[config.mk]
export PLATFORM = sky130hd
export DESIGN_NAME = ptm_ctrl
export DESIGN_NICKNAME = d
export VERILOG_FILES = /design/src/rtl/ptm_pkg.sv /design/src/rtl/ptm_ctrl.sv
export SDC_FILE = /design/constraint.sdc
export NUM_CORES = 1
export LEC_CHECK = 0
export BUFFER_PORTS_ARGS = -buffer_cell sky130_fd_sc_hd__buf_2
export CORE_AREA = 2 2 39 41
export DETAILED_ROUTE_END_ITERATION = 7
export DIE_AREA = 0 0 41 43
export GPL_TIMING_DRIVEN = 0
export HOLD_SLACK_MARGIN = 0.03
export SLEW_MARGIN = 25
export SYNTH_ARGS = -nofsm -noshare
export SYNTH_HDL_FRONTEND = slang
export SYNTH_SLANG_ARGS = --single-unit
[constraint.sdc]
create_clock -name clk_i -period 1.2 [get_ports clk_i]
set_clock_uncertainty 0.15 [all_clocks]
set_input_delay 0.12 -clock clk_i [delete_from_list [all_inputs] [get_ports clk_i]]
set_output_delay 0.12 -clock clk_i [all_outputs]
set_load 0.02 [all_outputs]
[src/rtl/ptm_pkg.sv]
package ptm_pkg;

  localparam int unsigned DIR_ENTRIES = 1024;
  localparam int unsigned DIR_IDX_W   = 10;
  localparam int unsigned TBL_ENTRIES = 1024;
  localparam int unsigned TBL_IDX_W   = 10;
  localparam int unsigned PAGE_W      = 12;
  localparam int unsigned ADDR_W      = 32;
  localparam int unsigned OP_W        = 2;
  localparam int unsigned IN_TDATA_W  = 80;
  localparam int unsigned OUT_TDATA_W = 40;

  typedef enum logic [OP_W-1:0] {
    OP_MAP    = 2'd0,
    OP_UNMAP  = 2'd1,
    OP_LOOKUP = 2'd2
  } op_e;

  typedef enum logic {
    TA_LINKED,
    TA_WALK
  } taddr_sel_e;

  typedef enum logic [1:0] {
    TD_ENTRY,
    TD_ZERO,
    TD_WALK
  } tdata_sel_e;

  typedef enum logic [1:0] {
    RES_ZERO,
    RES_FULL,
    RES_LOOKUP,
    RES_HELD
  } res_sel_e;

  typedef struct packed {
    logic       capture;
    logic       dir_wr;
    logic       dir_clr;
    logic       alloc;
    logic       tbl_wr;
    taddr_sel_e taddr_sel;
    tdata_sel_e tdata_sel;
    logic       cnt_clr;
    logic       cnt_inc;
    res_sel_e   res_sel;
    logic       load_out;
    logic       cap_res;
  } ctrl_cmd_t;

  typedef struct packed {
    logic [OP_W-1:0] op;
    logic            link_zero;
    logic            pool_full;
    logic            cnt_last;
    logic            out_free;
  } ctrl_status_t;

endpackage

[src/rtl/ptm_ctrl.sv]
module ptm_ctrl import ptm_pkg::*; (
  input  logic         clk_i,
  input  logic         rst_ni,
  input  logic         in_valid_i,
  output logic         in_ready_o,
  input  ctrl_status_t status_i,
  output ctrl_cmd_t    cmd_o
);

  typedef enum logic [2:0] {
    ST_CLEAR,
    ST_IDLE,
    ST_DIR,
    ST_ZERO,
    ST_TBL_RD,
    ST_RESP
  } state_e;

  state_e   state_q, state_d;
  logic     fin;
  res_sel_e fin_sel;

  always_comb begin
    cmd_o   = '0;
    state_d = state_q;
    fin     = 1'b0;
    fin_sel = RES_ZERO;
    unique case (state_q)
      ST_CLEAR: begin
        cmd_o.dir_wr  = 1'b1;
        cmd_o.dir_clr = 1'b1;
        cmd_o.cnt_inc = 1'b1;
        if (status_i.cnt_last) begin
          state_d = ST_IDLE;
        end
      end
      ST_IDLE: begin
        if (in_valid_i) begin
          cmd_o.capture = 1'b1;
          state_d       = ST_DIR;
        end
      end
      ST_DIR: begin
        cmd_o.taddr_sel = TA_LINKED;
        unique case (op_e'(status_i.op))
          OP_MAP: begin
            if (!status_i.link_zero) begin
              cmd_o.tbl_wr    = 1'b1;
              cmd_o.tdata_sel = TD_ENTRY;
              fin             = 1'b1;
            end else if (status_i.pool_full) begin
              fin     = 1'b1;
              fin_sel = RES_FULL;
            end else begin
              cmd_o.alloc   = 1'b1;
              cmd_o.dir_wr  = 1'b1;
              cmd_o.cnt_clr = 1'b1;
              state_d       = ST_ZERO;
            end
          end
          OP_UNMAP: begin
            cmd_o.tbl_wr    = !status_i.link_zero;
            cmd_o.tdata_sel = TD_ZERO;
            fin             = 1'b1;
          end
          OP_LOOKUP: begin
            if (status_i.link_zero) begin
              fin = 1'b1;
            end else begin
              state_d = ST_TBL_RD;
            end
          end
          default: fin = 1'b1;
        endcase
      end
      ST_ZERO: begin
        // clear new table, dropping the mapped entry in on the way
        cmd_o.tbl_wr    = 1'b1;
        cmd_o.taddr_sel = TA_WALK;
        cmd_o.tdata_sel = TD_WALK;
        cmd_o.cnt_inc   = 1'b1;
        fin             = status_i.cnt_last;
      end
      ST_TBL_RD: begin
        fin     = 1'b1;
        fin_sel = RES_LOOKUP;
      end
      ST_RESP: begin
        fin     = 1'b1;
        fin_sel = RES_HELD;
      end
      default: state_d = ST_IDLE;
    endcase

    if (fin) begin
      cmd_o.res_sel = fin_sel;
      if (status_i.out_free) begin
        cmd_o.load_out = 1'b1;
        state_d        = ST_IDLE;
      end else begin
        cmd_o.cap_res = (state_q != ST_RESP);
        state_d       = ST_RESP;
      end
    end
  end

  always_ff @(posedge clk_i or negedge rst_ni) begin
    if (!rst_ni) begin
      state_q <= ST_CLEAR;
    end else begin
      state_q <= state_d;
    end
  end

  assign in_ready_o = (state_q == ST_IDLE);

endmodule

# [Word-level counts from Yosys, hierarchy flattened]
# Cells that the tools add are included.
[op_classes] eq_ne=15 muxes=34 n_reduce_logical=7
[ops] op="2-to-1 mux 3 bit" n=7
[ops] op="2-to-1 mux 1 bit" n=18
[ops] op="inequality test 4 bit, second input constant" n=3
[ops] op="case mux 3 bit (4 select lines)" n=1
[ops] op="case mux 4 bit (2 select lines)" n=1
[ops] op="AND reduction 7 bit" n=1
[ops] op="== test 3 x 2 -> 1 bit, second input constant" n=2
[ops] op="== test 3 bit, second input constant" n=2
[ops] op="inequality test 3 bit, second input constant" n=2
[ops] op="case mux 1 bit (2 select lines)" n=3
[ops] op="case mux 2 bit (3 select lines)" n=1
[ops] op="case mux 3 bit (2 select lines)" n=1
[ops] op="2-to-1 mux 4 bit" n=1
[ops] op="inequality test 4 x 2 -> 1 bit, second input constant" n=1
[ops] op="OR reduction 2 bit" n=2
[ops] op="== test 3 x 1 -> 1 bit, second input constant" n=1
[ops] op="logical NOT 3 bit" n=1
[ops] op="inequality test 3 x 2 -> 1 bit, second input constant" n=1
[ops] op="case mux 1 bit (3 select lines)" n=1
[ops] op="OR reduction 3 bit" n=1
[ops] op="== test 2 x 1 -> 1 bit, second input constant" n=1
[ops] op="== test 2 bit, second input constant" n=1
[ops] op="logical NOT 2 bit" n=1
[ops] op="inequality test 2 x 1 -> 1 bit, second input constant" n=1
[ops] op="logical NOT 1 bit" n=1
[word_totals] reg_bits=3 input_bits=9 output_inout_bits=15

# [Logic depth before layout (Yosys ltp)]
# Gate-level depths: netlist (run 1).
[depth] depth_word=6 ltp_mapped=5 mapped_depth_nobuf=4

# [Least setup slack after synthesis (run 1)]
# OpenSTA, ideal clock, no wires.
[synth_path] kind="flip-flop to output port" from="reg state_q[0]" to="out cmd_o[4] (netlist bit)" t_arrival_ns=1.384 t_required_ns=0.930 setup_slack_ns=-0.454 path_stages_with_launch=4 n_path_buf=1 path_cell_list="dfrtp_1 -> buf_2 -> nor3_1 -> or2_1"
[synth_rtl] element="from (decl)" line_no="ptm_ctrl.sv:19" source="state_e state_q, state_d;"
[synth_rtl] element="from (signal assigned)" line_no="ptm_ctrl.sv:111" source="state_q <= state_d;"
[synth_rtl] element="to (decl)" line_no="ptm_ctrl.sv:7" source="output ctrl_cmd_t cmd_o"

==> run metrics, run 1 <==
status finished, violations left; failing checks negative setup slack; CTS H-tree lvls 1; unrepaired setup endpoints after global routing yes; FF-to-FF End state_q[1]; count of cell types in the netlist 28; GRT overflow 0; Max stage delay cell, worst path dfrtp_2; ANT nets after route 0; synthesis-to-finish area growth 160%; Largest register FFs 3; Yosys top cell area share 20.5%; Power Density 2710 nW/um2; yosys warns 0; TritonRoute pass-1 iters 4; Total Power 2.57 mW; Initial DRC Count 6; clk root buf clkbuf_4; # fillers 100; top_reg_cell synth dfrtp_1; die footprint 1760 um2; Skew-Pair Late Insertion Delay 0.23 ns; Initial Util 26.4%; Avg Cell Area, Syn 8.12 um2; cells after synthesis 45; Yosys top cell by area dfrtp_1; Die W 41 um; # DRC 0; largest cells by area after synthesis dfrtp_1, nor3b_2, buf_4; pre-CTS setup slack -0.353 ns; final RePlAce weighted congestion 0.772; Commonest cells post-synth nor2_1, and2_1, buf_4, dfrtp_1, nand2_1; CP startpoint kind flip-flop; Final Hold Vio Count 0; Worst-path clk slew 0.04 ns; ys async rst share 100%; CP Cell Sequence nand2b_4 -> a21oi_4 -> a31oi_4 -> a211oi_4 -> buf_6; post-route setup slack -0.490 ns; Reg2Reg Depth 5; CP startpoint state_q[2]; R2R Setup Slk -0.22 ns; f_max 592 MHz; Largest stage delay, worst path 0.42 ns; Ports 24; P_leak 0.427 nW; number of CTS-inserted buffers 3; Setup crit end cmd_o[0]; largest net degree at the start of global routing 8; area of the core 1380 um2; layout cells sized above 1 81.3%; min Tclk post-route 1.69 ns; Worst EP arrival 1.42 ns; FF-to-FF Start state_q[1]; critical path type flip-flop to primary output; Die Y 43 um; number of port buffers 23; Worst-Margin Slew 0.345 ns; area of the multi-input gates 393 um2; CTS tree done; Max-slew headroom 76.9%; Biggest register state_q; register area share after synthesis 20.5%; Post-synth EDFFs 0; syn_nets 54; Reg area 77.6 um2; Vias 529; Max VDD drop 0.00117 V; Max Root-Sink Buffers 2; Row Count 14; initial antenna violation count 0; post-detail-place hpwl 764 um; Final Max Tran Viols 0; max capacitance violation total 0; ratio of final minimum period to clock period 141%; most numerous cell in the Yosys netlist nor2_1; required time worst endpoint 0.93 ns; setup violators final 18; all-layer global routing usage 18.6%; synthesized flop and latch total 3; HP Class input port to flip-flop; crit end category primary output; nets 101; crit-path max FO 3; routed vias/inst 4.94; largest registers state_q: 3 flops; clock sink count 3; via count of the first global-routing pass 486; first-pass GRT wire length 2.12 mm; DR WL/cell 14.3 um; Post-Route WL 1.53 mm; Post-Syn Area 365 um2; diode count 0
-- area by class of cell --
class                   count  share of cell area (%)
flip-flops and latches      3                    8.17
multi-input cells          37                    41.4
plain buffers               4                    5.14
clock buffers               4                    2.77
inverters                   1                   0.395
repair buffers             42                    40.1
well taps                  16                    2.11
-- layout by cell type (no fill, tap or decap), types with 2 or more instances in the layout --
cell type and n:
buf_6 21, buf_4 13, buf_2 8, and2_4 3, nor2_4 3, clkbuf_4 3, nor2_1 2, nand3b_1 2
o21ai_1 2, dlygate4sd3_1 2, dfrtp_2 2
-- kinds of logic (layout without fill, tap and decap cells) --
logic type	after synthesis	in the layout	synth area share, %
buffers and inverters	5	51	8.56
multiplexers	1	1	3.08
AND/OR/NAND/NOR	25	25	44.5
flip-flops	3	3	20.5
AO/OA/AOI/OAI	11	11	23.3
-- routing by layer --
layer,global-route usage (%),vias to the layer above,wire [um]
met2,30.9,23,876
met4,10.0,0,8
met1,20.1,254,591
met3,4.71,4,58
met5,0,-,0
li1,-,248,-
-- through the flow --
step | setup TNS [ns] | util [%] | cell area (um2) | hold slack [ns] | std cells
floorplan | -1.37 | - | 458 | -0.326 | 45
global placement | -2.73 | 42.9 | 593 | -0.236 | 84
detailed placement | -2.72 | 42.9 | 593 | -0.234 | 84
CTS | -6.14 | 66.0 | 913 | 0.0476 | 106
global route | -7.18 | 68.6 | 950 | 0.0733 | 107
finish | -6.24 | 68.6 | 950 | 0.0555 | 107
-- worst min-delay path by stage --
stage,startpoint,endpoint,slack (ns),cells after the start
finish,status_i[1],state_q[0],0.06,3
global route,rst_ni,state_q[0],0.07,2
CTS,rst_ni,state_q[0],0.05,2
detailed placement,rst_ni,state_q[1],-0.23,1
global placement,rst_ni,state_q[1],-0.24,1
floorplan,rst_ni,state_q[0],-0.33,0
-- report_power, final --
group	internal (mW)	total, mW	switching [mW]
sequential	0.151	0.206	0.0547
combinational	1.21	2.18	0.972
clock	0.125	0.181	0.0564
-- repair_timing --
| item | 4_1_cts | 5_1_grt |
|---|---|---|
| endpoints found under the setup margin | 18 | 18 |
| hold buffers | 2 | 0 |
| resized for setup | 41 | 7 |
| buffers inserted | 16 | 1 |
| pin swaps | 12 | 1 |
| cloned | 0 | 0 |
| hold endpoints to repair | 4 | 0 |
-- critical path: cells and delay by family (launching register included) --
kind,cells,cell delay (ns)
simple gates,1,0.16
buf+inv,1,0.14
compound gates,3,0.46
flops,1,0.42
(Power assumes the default switching activity.)
==> run 2: changes to the inputs <==
--- a/config.mk
+++ b/config.mk
@@ -11,6 +11,7 @@
 export DIE_AREA = 0 0 41 43
 export GPL_TIMING_DRIVEN = 0
 export HOLD_SLACK_MARGIN = 0.03
+export MAX_ROUTING_LAYER = met4
 export SLEW_MARGIN = 25
 export SYNTH_ARGS = -nofsm -noshare
 export SYNTH_HDL_FRONTEND = slang
==> run 2 against run 1 <==
The flow still finishes with violations (negative setup slack). Combinational power is essentially flat. Count of clock-buffer cells in the layout is the same. Flip-flop and latch count is the same. Global-route usage grew 0.46 points. Sequential power is essentially flat. Core utilization is the same. First-iteration DRC count is the same. Largest cell class unchanged. Highest routed layer unchanged.
==> run metrics, run 2 (synthesized netlist as in run 1, its figures left out) <==
number of port buffers 23 (unchanged); final instance count without filler cells 107 (unchanged); Core Util, Final 68.6% (unchanged); Crit path max-delay family compound AO/OA/AOI/OAI gates (unchanged); unrepaired setup endpoints after global routing yes (unchanged); # DRC 0 (unchanged); Initial DRC Count 6 (unchanged); Max VDD drop 0.00117 V (about the same); Skew-Pair Late Insertion Delay 0.23 ns (about the same); clock sink count 3 (unchanged); synthesis-to-finish area growth 160% (unchanged); crit end category primary output (unchanged); max capacitance violation total 0 (unchanged); status finished, violations left (unchanged); TritonRoute pass-1 iters 4 (unchanged); number of CTS-inserted buffers 3 (unchanged); Die W 41 um (unchanged); ratio of final minimum period to clock period 141% (about the same); Hold Path Stages 3 (unchanged); layout cells sized above 1 81.3% (unchanged); CP startpoint kind flip-flop (unchanged); Area after DPL 593 um2 (unchanged); routed vias/inst 4.95 (was 4.94); largest net degree at the start of global routing 8 (unchanged); Post-Route WL 1.53 mm (about the same); min Tclk post-route 1.69 ns (about the same); required time worst endpoint 0.93 ns (about the same); via count of the first global-routing pass 486 (unchanged); Worst-path clk slew 0.04 ns (about the same); most frequent cells in the layout buf_6, buf_4, buf_2 (unchanged); f_max 592 MHz (about the same); CTS tree done (unchanged); largest registers state_q: 3 flops (unchanged); Row Count 14 (unchanged); Final Hold Vio Count 0 (unchanged); initial antenna violation count 0 (unchanged); CP bufs+invs 1 (unchanged); Ports 24 (unchanged); post-route setup slack -0.490 ns (about the same); Inst Count DP 84 (unchanged); crit-path max FO 3 (unchanged); die footprint 1760 um2 (unchanged); Vias 530 (was 529); ANT nets after route 0 (unchanged); first-pass GRT wire length 2.12 mm (unchanged); Reg2Reg Depth 5 (unchanged); Initial Util 26.4% (unchanged); area of the multi-input gates 393 um2 (unchanged); CP Cell Sequence nand2b_4 -> a21oi_4 -> a31oi_4 -> a211oi_4 -> buf_6 (unchanged); Final Max Tran Viols 0 (unchanged); HP Class input port to flip-flop (unchanged); Worst EP arrival 1.42 ns (about the same); diode count 0 (unchanged); Largest register FFs 3 (unchanged); setup violators final 18 (unchanged); Largest stage delay, worst path 0.42 ns (about the same); Max Root-Sink Buffers 2 (unchanged); final instance area 950 um2 (unchanged); final RePlAce weighted congestion 0.783 (was 0.772); setup TNS -6.24 ns (about the same); all-layer global routing usage 19.1% (was 18.6%); GRT overflow 0 (unchanged); clk root buf clkbuf_4 (unchanged); nets 101 (unchanged); Reg area 77.6 um2 (unchanged); Max stage delay cell, worst path dfrtp_2 (unchanged); Hold Slack 0.0563 ns (was 0.0555 ns); R2R Setup Slk -0.22 ns (about the same); Worst-Margin Slew 0.345 ns (unchanged); critical path type flip-flop to primary output (unchanged); Power Density 2710 nW/um2 (about the same); DR WL/cell 14.3 um (about the same); Die Y 43 um (unchanged); CTS H-tree lvls 1 (unchanged); post-detail-place hpwl 764 um (unchanged); commonest non-fill, non-tap cell in the layout buf_6 (unchanged); Biggest register state_q (unchanged); area of the core 1380 um2 (unchanged); failing checks negative setup slack (unchanged); Max-slew headroom 76.9% (unchanged); # fillers 100 (unchanged); P_leak 0.427 nW (unchanged); Levels on crit path 5 (unchanged)
run 2: final cells by class:
cell class              instances  share of cell area [%]
well taps                      16                    2.11
plain buffers                   4                    5.14
multi-input cells              37                    41.4
flip-flops and latches          3                    8.17
inverters                       1                   0.395
clock buffers                   4                    2.77
repair buffers                 42                    40.1
run 2: per-stage QoR:
step,setup slack [ns],total power [mW]
after floorplan,-0.227,1.21
after global placement,-0.348,1.48
after detailed placement,-0.353,1.49
after CTS,-0.484,2.42
after global routing,-0.553,2.72
final,-0.490,2.57
run 2: repair_timing:
item	CTS	global route
hold endpoints to repair	4	0
hold buffers	2	0
endpoints found under the setup margin	18	18
cloned	0	0
gates resized for setup	41	7
pin swaps	12	1
buffers inserted	16	1
run 2: routing by layer:
layer | GRT usage (%) | routed length, um
met3 | 4.71 | 58
met5 | - | 0
met4 | 10.0 | 8
met1 | 20.1 | 588
met2 | 30.9 | 877
run 2: final timing paths:
path / from / end
setup / recovery: state_q[2] / cmd_o[0]
hold / removal: status_i[1] / state_q[0]
setup reg to reg: state_q[1] / state_q[1]
hold reg to reg: state_q[2] / state_q[1]
max in group asynchronous: rst_ni / state_q[2]
min in group asynchronous: rst_ni / state_q[0]
run 2: worst register-to-register path, cell delays in order, from the launching register on:
cell and delay [ns]:
dfrtp_1 0.37, buf_6 0.14, buf_6 0.13, mux2_4 0.30, a32oi_2 0.16, nor2_1 0.06
run 2: power by group:
| group | switching [mW] | internal [mW] | total, mW | leakage (nW) |
|---|---|---|---|---|
| combinational | 0.971 | 1.21 | 2.18 | 0.378 |
| clock | 0.0564 | 0.125 | 0.181 | 0.0150 |
| sequential | 0.0546 | 0.151 | 0.206 | 0.0343 |
